==> src/qep_pkg.sv <==
// ----------------------------------------------------------------------------
// qep_pkg
// Shared types, constants and the quadrature step table for the encoder
// position tracker.
// ----------------------------------------------------------------------------
package qep_pkg;

   // Default number of tracked encoders
   localparam int NUM_ENCODERS_DEF = 5;

   // Field widths
   localparam int ENC_W  = 3;
   localparam int POS_W  = 8;
   localparam int HOME_W = 8;
   localparam int STEP_W = 3;

   // Register reset values
   localparam logic [POS_W-1:0]  POSITION_MAX_RST     = 8'd0;
   localparam logic [HOME_W-1:0] HOMING_THRESHOLD_RST = 8'd30;

   // Position code that means underflow below zero
   localparam logic [POS_W-1:0] POS_UNDERFLOW = 8'hFF;

   // Step codes
   localparam logic signed [STEP_W-1:0] STEP_NONE = 3'sd0;
   localparam logic signed [STEP_W-1:0] STEP_UP   = 3'sd1;
   localparam logic signed [STEP_W-1:0] STEP_DOWN = -3'sd1;
   localparam logic signed [STEP_W-1:0] STEP_SKIP = 3'sd2;

   // Indexed by {old_a, old_b, new_a, new_b}
   localparam logic signed [STEP_W-1:0] STEP_TABLE [16] = '{
      STEP_NONE, STEP_DOWN, STEP_UP,   STEP_SKIP,
      STEP_UP,   STEP_NONE, STEP_SKIP, STEP_DOWN,
      STEP_DOWN, STEP_SKIP, STEP_NONE, STEP_UP,
      STEP_SKIP, STEP_UP,   STEP_DOWN, STEP_NONE
   };

   // Register map (word index)
   typedef enum logic {
      REG_POSITION_MAX     = 1'b0,
      REG_HOMING_THRESHOLD = 1'b1
   } qep_reg_type;

   typedef struct packed {
      logic [POS_W-1:0]  position_max;
      logic [HOME_W-1:0] homing_threshold;
   } qep_cfg_type;

   typedef struct packed {
      logic              last_a;
      logic              last_b;
      logic [POS_W-1:0]  position;
      logic [HOME_W-1:0] homing;
   } qep_enc_state_type;

endpackage

==> src/qep_req_if.sv <==
// ----------------------------------------------------------------------------
// qep_req_if
// Pin-edge event channel: valid/ready handshake with encoder, pin and level.
// ----------------------------------------------------------------------------
interface qep_req_if;
   logic                       valid;
   logic                       ready;
   logic [qep_pkg::ENC_W-1:0]  encoder_index;
   logic                       channel;
   logic                       level;

   modport source (output valid, output encoder_index, output channel,
                   output level, input ready);
   modport sink   (input valid, input encoder_index, input channel,
                   input level, output ready);
endinterface

==> src/qep_rsp_if.sv <==
// ----------------------------------------------------------------------------
// qep_rsp_if
// Position result channel: valid/ready handshake with position and step.
// ----------------------------------------------------------------------------
interface qep_rsp_if;
   logic                              valid;
   logic                              ready;
   logic [qep_pkg::ENC_W-1:0]         encoder_id;
   logic [qep_pkg::POS_W-1:0]         position;
   logic signed [qep_pkg::STEP_W-1:0] step;
   logic                              skipped;

   modport source (output valid, output encoder_id, output position,
                   output step, output skipped, input ready);
   modport sink   (input valid, input encoder_id, input position,
                   input step, input skipped, output ready);
endinterface

==> src/qep_csr.sv <==
// ----------------------------------------------------------------------------
// qep_csr
// APB-style register block holding position_max and homing_threshold.
// ----------------------------------------------------------------------------
module qep_csr (
   input  logic                 clock,
   input  logic                 reset,
   input  logic                 psel,
   input  logic                 penable,
   input  logic                 pwrite,
   input  logic [2:0]           paddr,
   input  logic [31:0]          pwdata,
   output logic [31:0]          prdata,
   output logic                 pready,
   output qep_pkg::qep_cfg_type cfg
);

   qep_pkg::qep_cfg_type cfg_ff;
   qep_pkg::qep_cfg_type cfg_in;
   qep_pkg::qep_reg_type reg_sel;
   logic                 wr_en;

   assign pready  = 1'b1;
   assign reg_sel = qep_pkg::qep_reg_type'(paddr[2]);
   assign wr_en   = psel && penable && pwrite && pready;

   always_comb begin
      cfg_in = cfg_ff;
      if (wr_en) begin
         unique case (reg_sel)
            qep_pkg::REG_POSITION_MAX: begin
               cfg_in.position_max = pwdata[qep_pkg::POS_W-1:0];
            end
            qep_pkg::REG_HOMING_THRESHOLD: begin
               cfg_in.homing_threshold = pwdata[qep_pkg::HOME_W-1:0];
            end
            default: begin
               cfg_in = cfg_ff;
            end
         endcase
      end
   end

   always_comb begin
      unique case (reg_sel)
         qep_pkg::REG_POSITION_MAX: begin
            prdata = {{(32-qep_pkg::POS_W){1'b0}}, cfg_ff.position_max};
         end
         qep_pkg::REG_HOMING_THRESHOLD: begin
            prdata = {{(32-qep_pkg::HOME_W){1'b0}}, cfg_ff.homing_threshold};
         end
         default: begin
            prdata = '0;
         end
      endcase
   end

   always_ff @(posedge clock) begin
      if (reset) begin
         cfg_ff.position_max     <= qep_pkg::POSITION_MAX_RST;
         cfg_ff.homing_threshold <= qep_pkg::HOMING_THRESHOLD_RST;
      end else begin
         cfg_ff <= cfg_in;
      end
   end

   assign cfg = cfg_ff;

endmodule

==> src/qep_calc.sv <==
// ----------------------------------------------------------------------------
// qep_calc
// Next-state logic for one encoder: step lookup, position update, homing
// counter and clamping.
// ----------------------------------------------------------------------------
module qep_calc (
   input  qep_pkg::qep_cfg_type             cfg,
   input  qep_pkg::qep_enc_state_type       cur,
   input  logic                             channel,
   input  logic                             level,
   output qep_pkg::qep_enc_state_type       nxt,
   output logic signed [qep_pkg::STEP_W-1:0] step,
   output logic                             skipped
);

   logic                         new_a;
   logic                         new_b;
   logic [3:0]                   tbl_idx;
   logic [qep_pkg::POS_W-1:0]    pos_sum;
   logic [qep_pkg::POS_W-1:0]    pos_out;
   logic [qep_pkg::HOME_W-1:0]   home_out;

   assign new_a   = channel ? cur.last_a : level;
   assign new_b   = channel ? level : cur.last_b;
   assign tbl_idx = {cur.last_a, cur.last_b, new_a, new_b};
   assign step    = qep_pkg::STEP_TABLE[tbl_idx];
   assign skipped = (step == qep_pkg::STEP_SKIP);

   // skip steps add +2 like any other step
   assign pos_sum = cur.position
                  + {{(qep_pkg::POS_W-qep_pkg::STEP_W){step[qep_pkg::STEP_W-1]}}, step};

   always_comb begin
      priority if (step == qep_pkg::STEP_UP) begin
         home_out = cur.homing + 8'd1;
      end else if (step == qep_pkg::STEP_DOWN) begin
         home_out = '0;
      end else begin
         home_out = cur.homing;
      end
   end

   always_comb begin
      pos_out = pos_sum;
      if (home_out > cfg.homing_threshold) begin
         pos_out = '0;
      end
      if (pos_out == qep_pkg::POS_UNDERFLOW) begin
         pos_out = cfg.position_max;
      end
      if (pos_out > cfg.position_max) begin
         pos_out = '0;
      end
   end

   assign nxt.last_a   = new_a;
   assign nxt.last_b   = new_b;
   assign nxt.position = pos_out;
   assign nxt.homing   = home_out;

endmodule

==> src/quadrature_encoder_position.sv <==
// ----------------------------------------------------------------------------
// quadrature_encoder_position
// Multi-encoder quadrature position tracker with homing and clamping.
// ----------------------------------------------------------------------------
// Accepts one pin-edge event per clock cycle while the result side is not
// stalled and returns one position result per event for a known encoder,
// by way of the input register and then the result register. Events for an
// encoder index at or above NUM_ENCODERS are dropped without a result or a
// state change. Per-encoder state (last A/B levels, position, homing counter)
// sits in flip-flops and is read, updated and written back between the input
// register and the result register, so back-to-back events on the same
// encoder see each other's updates. A stalled result register holds the
// input register, and the input side keeps accepting while either stage is
// free. Registers: position_max at byte 0, homing_threshold at byte 4.
// ----------------------------------------------------------------------------
module quadrature_encoder_position #(
   parameter int NUM_ENCODERS = qep_pkg::NUM_ENCODERS_DEF
) (
   input  logic               clock,
   input  logic               reset,
   qep_req_if.sink            req_ch,
   qep_rsp_if.source          rsp_ch,
   input  logic               psel,
   input  logic               penable,
   input  logic               pwrite,
   input  logic [2:0]         paddr,
   input  logic [31:0]        pwdata,
   output logic [31:0]        prdata,
   output logic               pready
);

   qep_pkg::qep_cfg_type        cfg;
   qep_pkg::qep_enc_state_type  enc_state_ff [NUM_ENCODERS];
   qep_pkg::qep_enc_state_type  enc_state_in [NUM_ENCODERS];
   qep_pkg::qep_enc_state_type  cur_state;
   qep_pkg::qep_enc_state_type  nxt_state;

   logic                             s1_valid_ff;
   logic                             s1_valid_in;
   logic [qep_pkg::ENC_W-1:0]        s1_enc_ff;
   logic                             s1_channel_ff;
   logic                             s1_level_ff;

   logic                             rsp_valid_ff;
   logic                             rsp_valid_in;
   logic [qep_pkg::ENC_W-1:0]        rsp_enc_ff;
   logic [qep_pkg::POS_W-1:0]        rsp_pos_ff;
   logic signed [qep_pkg::STEP_W-1:0] rsp_step_ff;
   logic                             rsp_skip_ff;

   logic signed [qep_pkg::STEP_W-1:0] calc_step;
   logic                             calc_skip;
   logic                             s1_known;
   logic                             out_free;
   logic                             s1_fire;
   logic                             commit;
   logic                             req_xfer;

   qep_csr u_csr (
      .clock   (clock),
      .reset   (reset),
      .psel    (psel),
      .penable (penable),
      .pwrite  (pwrite),
      .paddr   (paddr),
      .pwdata  (pwdata),
      .prdata  (prdata),
      .pready  (pready),
      .cfg     (cfg)
   );

   always_comb begin
      cur_state = '0;
      for (int k = 0; k < NUM_ENCODERS; k++) begin
         if (int'(s1_enc_ff) == k) begin
            cur_state = enc_state_ff[k];
         end
      end
   end

   qep_calc u_calc (
      .cfg     (cfg),
      .cur     (cur_state),
      .channel (s1_channel_ff),
      .level   (s1_level_ff),
      .nxt     (nxt_state),
      .step    (calc_step),
      .skipped (calc_skip)
   );

   assign s1_known     = int'(s1_enc_ff) < NUM_ENCODERS;
   assign out_free     = !rsp_valid_ff || rsp_ch.ready;
   // unknown encoders leave the input stage without needing the output
   assign s1_fire      = s1_valid_ff && (!s1_known || out_free);
   assign commit       = s1_valid_ff && s1_known && out_free;
   assign req_ch.ready = !s1_valid_ff || s1_fire;
   assign req_xfer     = req_ch.valid && req_ch.ready;

   assign s1_valid_in  = req_xfer ? 1'b1 : (s1_fire ? 1'b0 : s1_valid_ff);
   assign rsp_valid_in = commit ? 1'b1 : (rsp_ch.ready ? 1'b0 : rsp_valid_ff);

   always_comb begin
      for (int k = 0; k < NUM_ENCODERS; k++) begin
         if (commit && (int'(s1_enc_ff) == k)) begin
            enc_state_in[k] = nxt_state;
         end else begin
            enc_state_in[k] = enc_state_ff[k];
         end
      end
   end

   always_ff @(posedge clock) begin
      if (reset) begin
         s1_valid_ff  <= 1'b0;
         rsp_valid_ff <= 1'b0;
         for (int k = 0; k < NUM_ENCODERS; k++) begin
            enc_state_ff[k] <= '0;
         end
      end else begin
         s1_valid_ff  <= s1_valid_in;
         rsp_valid_ff <= rsp_valid_in;
         for (int k = 0; k < NUM_ENCODERS; k++) begin
            enc_state_ff[k] <= enc_state_in[k];
         end
      end
   end

   always_ff @(posedge clock) begin
      if (req_xfer) begin
         s1_enc_ff     <= req_ch.encoder_index;
         s1_channel_ff <= req_ch.channel;
         s1_level_ff   <= req_ch.level;
      end
      if (commit) begin
         rsp_enc_ff  <= s1_enc_ff;
         rsp_pos_ff  <= nxt_state.position;
         rsp_step_ff <= calc_step;
         rsp_skip_ff <= calc_skip;
      end
   end

   assign rsp_ch.valid      = rsp_valid_ff;
   assign rsp_ch.encoder_id = rsp_enc_ff;
   assign rsp_ch.position   = rsp_pos_ff;
   assign rsp_ch.step       = rsp_step_ff;
   assign rsp_ch.skipped    = rsp_skip_ff;

endmodule

==> src/flat_wrapper.sv <==
// flat-port wrapper written by rule: the top's interface ports become plain ports
module quadrature_encoder_position_flat 
#(
   parameter int NUM_ENCODERS = qep_pkg::NUM_ENCODERS_DEF
)
  (clock, reset, psel, penable, pwrite, paddr, pwdata, prdata, pready, req_ch_valid, req_ch_encoder_index, req_ch_channel, req_ch_level, req_ch_ready, rsp_ch_valid, rsp_ch_encoder_id, rsp_ch_position, rsp_ch_step, rsp_ch_skipped, rsp_ch_ready);
  qep_req_if req_ch_i ();
  qep_rsp_if rsp_ch_i ();
  input  logic clock;
  input  logic reset;
  input  logic psel;
  input  logic penable;
  input  logic pwrite;
  input  logic [2:0] paddr;
  input  logic [31:0] pwdata;
  output logic [31:0] prdata;
  output logic pready;
  input wire logic [$bits(req_ch_i.valid)-1:0] req_ch_valid;
  input wire logic [$bits(req_ch_i.encoder_index)-1:0] req_ch_encoder_index;
  input wire logic [$bits(req_ch_i.channel)-1:0] req_ch_channel;
  input wire logic [$bits(req_ch_i.level)-1:0] req_ch_level;
  output wire logic [$bits(req_ch_i.ready)-1:0] req_ch_ready;
  output wire logic [$bits(rsp_ch_i.valid)-1:0] rsp_ch_valid;
  output wire logic [$bits(rsp_ch_i.encoder_id)-1:0] rsp_ch_encoder_id;
  output wire logic [$bits(rsp_ch_i.position)-1:0] rsp_ch_position;
  output wire logic [$bits(rsp_ch_i.step)-1:0] rsp_ch_step;
  output wire logic [$bits(rsp_ch_i.skipped)-1:0] rsp_ch_skipped;
  input wire logic [$bits(rsp_ch_i.ready)-1:0] rsp_ch_ready;
  assign req_ch_i.valid = req_ch_valid;
  assign req_ch_i.encoder_index = req_ch_encoder_index;
  assign req_ch_i.channel = req_ch_channel;
  assign req_ch_i.level = req_ch_level;
  assign req_ch_ready = req_ch_i.ready;
  assign rsp_ch_valid = rsp_ch_i.valid;
  assign rsp_ch_encoder_id = rsp_ch_i.encoder_id;
  assign rsp_ch_position = rsp_ch_i.position;
  assign rsp_ch_step = rsp_ch_i.step;
  assign rsp_ch_skipped = rsp_ch_i.skipped;
  assign rsp_ch_i.ready = rsp_ch_ready;
  quadrature_encoder_position #(.NUM_ENCODERS(NUM_ENCODERS)) u_core (.clock(clock), .reset(reset), .req_ch(req_ch_i), .rsp_ch(rsp_ch_i), .psel(psel), .penable(penable), .pwrite(pwrite), .paddr(paddr), .pwdata(pwdata), .prdata(prdata), .pready(pready));
endmodule
==> config.mk <==
export PLATFORM = sky130hd
export DESIGN_NAME = quadrature_encoder_position_flat
export DESIGN_NICKNAME = d
export VERILOG_FILES = /design/src/qep_pkg.sv /design/src/qep_req_if.sv /design/src/qep_rsp_if.sv /design/src/qep_csr.sv /design/src/qep_calc.sv /design/src/quadrature_encoder_position.sv /design/src/flat_wrapper.sv
export SDC_FILE = /design/constraint.sdc
export NUM_CORES = 1
export LEC_CHECK = 0
export BUFFER_PORTS_ARGS = -buffer_cell sky130_fd_sc_hd__clkbuf_2
export CAP_MARGIN = 30
export CORE_UTILIZATION = 48
export DETAILED_ROUTE_END_ITERATION = 16
export HOLD_SLACK_MARGIN = 0.12
export PLACE_DENSITY = 0.71
export SLEW_MARGIN = 20
export SYNTH_ARGS = -nofsm -noshare
export SYNTH_HDL_FRONTEND = slang
export SYNTH_HIERARCHICAL = 1
export SYNTH_SLANG_ARGS = --single-unit
==> constraint.sdc <==
create_clock -name clock -period 6.73 [get_ports clock]
set_input_delay 0.3365 -clock clock [delete_from_list [all_inputs] [get_ports clock]]
set_output_delay 0.3365 -clock clock [all_outputs]
set_load 0.05 [all_outputs]
==> flow_metrics.tcl, run 1 <==
set metrics [dict create \
    gp_congestion 0.790 \
    slowest_delay_ns 0.49 \
    vias 5547 \
    grt_pass1_vias 5635 \
    cp_top_family "compound AO/OA/AOI/OAI gates" \
    portBuffers 45 \
    netlist_top_cells_count "mux2i_1, nand2b_1, dfxtp_1, buf_4, ha_1" \
    r2r-start "u_core/s1_enc_ff[2]" \
    path_class "flop to flop" \
    grt_max_degree 139 \
    async_flop_share 0 \
    post-route-min-period_ns 6.37 \
    seq_area_frac_synth 0.375 \
    synth_flop_cell "dfxtp_1" \
    syn_to_final_growth_pct 12.9 \
    crit_buf_inv 4 \
    ys_ff_latch 128 \
    p_leak_uw 0.00368 \
    finalHoldViolCount 0 \
    die_h_um 126 \
    fin_worst_skew_ns 0.00746 \
    clock_path_buffers 2 \
    grt_antenna_before_repair 0 \
    worstPathArrival_ns 6.72 \
    synth_area_per_cell_um2 10.1 \
    hp-class "input pin to flop" \
    grt_pass1_wl_mm 27.9 \
    pwr_density_cell_nw_per_um2 227 \
    rows 44 \
    setup_viol 0 \
    clk_pin_slew_worst_paths_ns 0.06 \
    endpoint_kind "flop" \
    critPathMaxFanout 12 \
    nFillCells 1282 \
    drive_gt1_frac 0.169 \
    cts-root-buf "clkbuf_16" \
    cp.required_ns 7.08 \
    route.detailed.drc 0 \
    syn-cell-area_um2 7370 \
    crit_path_start "u_core/s1_enc_ff[2]" \
    diodes 0 \
    ios 97 \
    synth.area.top_cells "dfxtp_1, mux2i_1, nand2b_1, edfxtp_1, ha_1" \
    start_kind "flop" \
    ant_nets 0 \
    numCtsBuffers 17 \
    die_area_um2 15900 \
    overflow 0 \
    drt-initial-drc-count 369 \
    outcome "completed" \
    postSynthCellCount 733 \
    dr.pass1.iters 5 \
    core_area_um2 14800 \
    grt_use_total 0.225 \
    synth.distinct_cells 61 \
    synth_edf_count 20 \
    clock_sinks 128 \
    worst_pin_slew_ns 0.769 \
    hpwl_mm 11.8 \
    post-route-util 0.564 \
    num-nets-final 862 \
    critPathSlowestCell "mux4_2" \
    clock_latency_ns 0.43 \
    cap_viol_max_count 0 \
    start_util 0.500 \
    max-vdd-ir-drop_mv 0.160 \
    wirelength_mm 17.3 \
    synth.largest_area_cell "dfxtp_1" \
    hold_start "req_ch_valid" \
    final_cell_area_um2 8320 \
    die_x_um 126 \
    place_area_um2 7650 \
    h-tree-depth 4 \
    wl_per_cell_um 17.6 \
    slew_headroom 0.487 \
    report.final.slew_viol_count 0 \
    viasPerCell 5.64 \
    ys.warnings.count 6 \
    timing.final.crit_share 0.947 \
    synth_most_common_cell "mux2i_1" \
    cts_tree "yes" \
    synth_top_area_share 0.293 \
    fmax_mhz 157 \
]
==> cell usage in the layout (no fill, tap or decap), types with 3 or more instances in the layout <==
master	n
mux2i_1	135
nand2b_1	129
dfxtp_1	108
clkbuf_2	45
buf_4	31
ha_1	28
inv_1	27
conb_1	25
nor2_1	20
edfxtp_1	20
clkbuf_16	17
o21ai_0	17
nand3_1	12
a21oi_1	11
a22oi_1	10
nand3b_1	10
o21a_1	9
o221ai_1	9
o2bb2ai_1	8
o311a_1	8
mux2_2	8
nor2b_1	7
clkinv_2	6
nand2_1	6
nand4_1	6
clkinvlp_4	5
dlygate4sd3_1	5
and2_1	5
xnor2_1	5
o211ai_1	5
nor3_1	4
clkbuf_1	3
and3_1	3
a211oi_2	3
a21o_1	3
==> sequential cells by signal (all words and copies together), names as in the netlist <==
name and flops:
u_core/s1_channel_ff 1, u_core/s1_valid_ff 1, u_core/s1_level_ff 1, u_core/rsp_ch.valid 1, u_core/rsp_ch.skipped 1, u_core/u_csr/cfg 16
u_core/rsp_ch.step 3, u_core/s1_enc_ff 3, u_core/rsp_ch.encoder_id 3, u_core/enc_state_ff 90, u_core/rsp_ch.position 8
==> logic make-up after synthesis <==
family	synth area share
AO/OA/AOI/OAI	0.102
AND/OR/NAND/NOR	0.185
flip-flops	0.375
multiplexers	0.200
XOR/XNOR	0.00934
buffers and inverters	0.0783
adder cells (fa/ha/maj)	0.0502
other	0.00102
==> power breakdown <==
group	internal, uW	switching, uW
Combinational	101	184
Clock	462	338
Sequential	792	8.22
==> repair_timing <==
item	4_1_cts	5_1_grt
hold buffers	5	0
buffers inserted	2	0
gates resized for setup	2	14
endpoints found under the setup margin	15	44
pin swaps	0	3
endpoints found under the hold margin	5	0
==> final cells by class <==
cell class	count	area (um2)	share of cell area
Multi-Input combinational cell	530	4180	0.503
Sequential cell	128	2760	0.332
Timing Repair Buffer	82	536	0.0644
Clock buffer	20	437	0.0525
Tap cell	184	230	0.0277
Inverter	27	101	0.0122
Clock inverter	12	71.3	0.00857
==> path summary, 6_finish.rpt <==
check,end,slack (ns),depth (start not counted)
max,u_core/enc_state_ff[0][84],0.36,28
min,u_core/s1_valid_ff,0.17,3
max reg2reg,u_core/enc_state_ff[0][84],0.36,28
min reg2reg,u_core/enc_state_ff[0][24],0.48,2
==> per-layer routing <==
layer  GRT usage  up-vias  share of wire
li1            -     2646              -
met4      0.0985        0          0.020
met2       0.392      156           0.50
met1       0.269     2715           0.44
met5           0        -              0
met3      0.0455       30          0.040
==> tightest hold or removal path, cell delays in order <==
cell and delay (ns):
clkbuf_2 0.08, inv_1 0.06, a21oi_1 0.07
==> stage by stage <==
stage               setup TNS (ns)  setup WS [ns]  hold WS, ns  power [uW]  std cells
finish                           0          0.356        0.173        1890        983
global route               -0.0168        -0.0133        0.178        1950        983
CTS                              0        0.00936        0.156        1880        982
detailed placement          -0.335        -0.0939        0.465        1080        943
global placement                 0          0.215        0.458        1080        943
floorplan                        0          0.268        0.421        1030        756
Note: power is estimated with default switching activity, not from simulation.
==> run 2: changes to the inputs <==
Settings changed: BUFFER_PORTS_ARGS -buffer_cell sky130_fd_sc_hd__clkbuf_2 to not set, DONT_BUFFER_PORTS set to 1, PLACE_DENSITY 0.71 to 0.65.
==> run 2 against run 1 <==
  * Clock power increased by 6.6%
  * Maximum frequency down 0.12%
  * Critical path type unchanged
  * Sequential share of layout area is 0.22 points higher
==> flow_metrics.tcl, run 2 (synthesis gave the netlist of run 1 again) <==
set metrics [dict create \
    cts-root-buf "clkbuf_16" \
    post-route-min-period_ns 6.38 \
    report.final.slew_viol_count 0 \
    post-route-util 0.560 \
    ant_nets 0 \
    worst_pin_slew_ns 0.744 \
    layout_commonest_cell "mux2i_1" \
    whs_path_depth 2 \
    fin_tns_setup_ns 0 \
    start_util 0.500 \
    final_cells 949 \
    pwr_density_cell_nw_per_um2 233 \
    route.detailed.drc 0 \
    endpoint_kind "flop" \
    register_area_um2 2760 \
    finalHoldViolCount 0 \
    final_cell_mix "mux2i_1, nand2b_1, dfxtp_1" \
    p_leak_uw 0.00360 \
    drive_gt1_frac 0.115 \
    r2r_cells 27 \
    portBuffers 0 \
    start_kind "flop" \
    core_area_um2 14800 \
    max-vdd-ir-drop_mv 0.213 \
    num-nets-final 829 \
    top_register "u_core/enc_state_ff" \
    timing.final.crit_share 0.948 \
    outcome "completed" \
    wirelength_mm 17.3 \
    grt_antenna_before_repair 1 \
    setup_viol 0 \
    dr.pass1.iters 4 \
    clock_path_buffers 2 \
    diodes 0 \
    numCtsBuffers 17 \
    ios 97 \
    dp.cells 895 \
    largest_reg_flops 90 \
    cts_tree "yes" \
    drt-initial-drc-count 246 \
    h-tree-depth 4 \
    cp.required_ns 7.07 \
    fin_worst_skew_ns 0.00929 \
    wl_per_cell_um 18.2 \
    holdWs_ns 0.134 \
    cap_viol_max_count 0 \
    clock_latency_ns 0.42 \
    fmax_mhz 157 \
    clk_pin_slew_worst_paths_ns 0.05 \
    syn_to_final_growth_pct 12.2 \
    grt_max_degree 91 \
    die_h_um 126 \
    grt_pass1_vias 5394 \
    worstPathArrival_ns 6.72 \
    overflow 0 \
    path_class "flop to flop" \
    grt_use_total 0.223 \
    clock_sinks 128 \
    die_x_um 126 \
    vias 5370 \
    rows 44 \
    hpwl_mm 11.1 \
    critPathMaxFanout 8 \
    die_area_um2 15900 \
    finalPower_uw 1930 \
    hp-class "input pin to flop" \
    viasPerCell 5.66 \
    grt_pass1_wl_mm 27.5 \
    slew_headroom 0.504 \
    nFillCells 1283 \
    multiInputGateArea_um2 4180 \
    gp_congestion 0.823 \
]
-- run 2: worst paths after layout --
path                               from  slack [ns]                          to
min                               reset        0.13  u_core/enc_state_ff[0][79]
max                 u_core/s1_enc_ff[1]        0.35  u_core/enc_state_ff[0][33]
min reg2reg  u_core/enc_state_ff[0][22]        0.47  u_core/enc_state_ff[0][22]
max reg2reg         u_core/s1_enc_ff[1]        0.35  u_core/enc_state_ff[0][33]
-- run 2: stage by stage --
stage	setup WS, ns	cell area [um2]
finish	0.349	8270
global route	-0.0175	8270
CTS	0.0557	8170
detailed placement	0.146	7410
global placement	0.289	7410
floorplan	0.268	7460
-- run 2: repair_timing --
item / in CTS / in global routing
hold buffers: 19 / 1
gates resized for setup: 0 / 14
setup buffers: 0 / 3
endpoints found under the setup margin: 0 / 45
endpoints found under the hold margin: 87 / 2
-- run 2: where the power goes --
group          leakage, uW  internal (uW)  switching (uW)  total (uW)
combinational      0.00225           96.2             162         258
clock             0.000284            535             318         853
sequential         0.00107            793            22.5         815
-- run 2: cell type report --
type / instances / share of cell area
multi-input cells: 530 / 0.506
flip-flops and latches: 128 / 0.334
clock buffers: 25 / 0.0637
repair buffers: 49 / 0.0527
well taps: 184 / 0.0278
inverters: 27 / 0.0123
clock inverters: 6 / 0.00363
-- run 2: worst max-delay path, cell delays in order, from the launching register on --
cell and delay [ns]:
edfxtp_1 0.45, and2b_2 0.27, a22oi_1 0.21, o221ai_1 0.16, mux2i_1 0.29, inv_1 0.13
ha_1 0.20, mux4_2 0.49, nor3b_1 0.22, buf_4 0.18, nand4_1 0.19, o211ai_1 0.25
o31ai_2 0.12, ha_1 0.30, and4_1 0.20, o31a_1 0.30, nand2_1 0.14, nand2_2 0.14
o311a_1 0.33, ha_1 0.29, a21o_1 0.18, a21oi_1 0.15, a21oi_1 0.09, o22ai_2 0.14
nand2_1 0.16, a311oi_2 0.29, nand2b_1 0.21, mux2i_1 0.20
-- run 2: metal layers --
metal  GRT usage  part of all wire
met1       0.285              0.46
met2       0.365              0.48
met3      0.0467             0.035
met4      0.0978             0.023
met5           0                 0
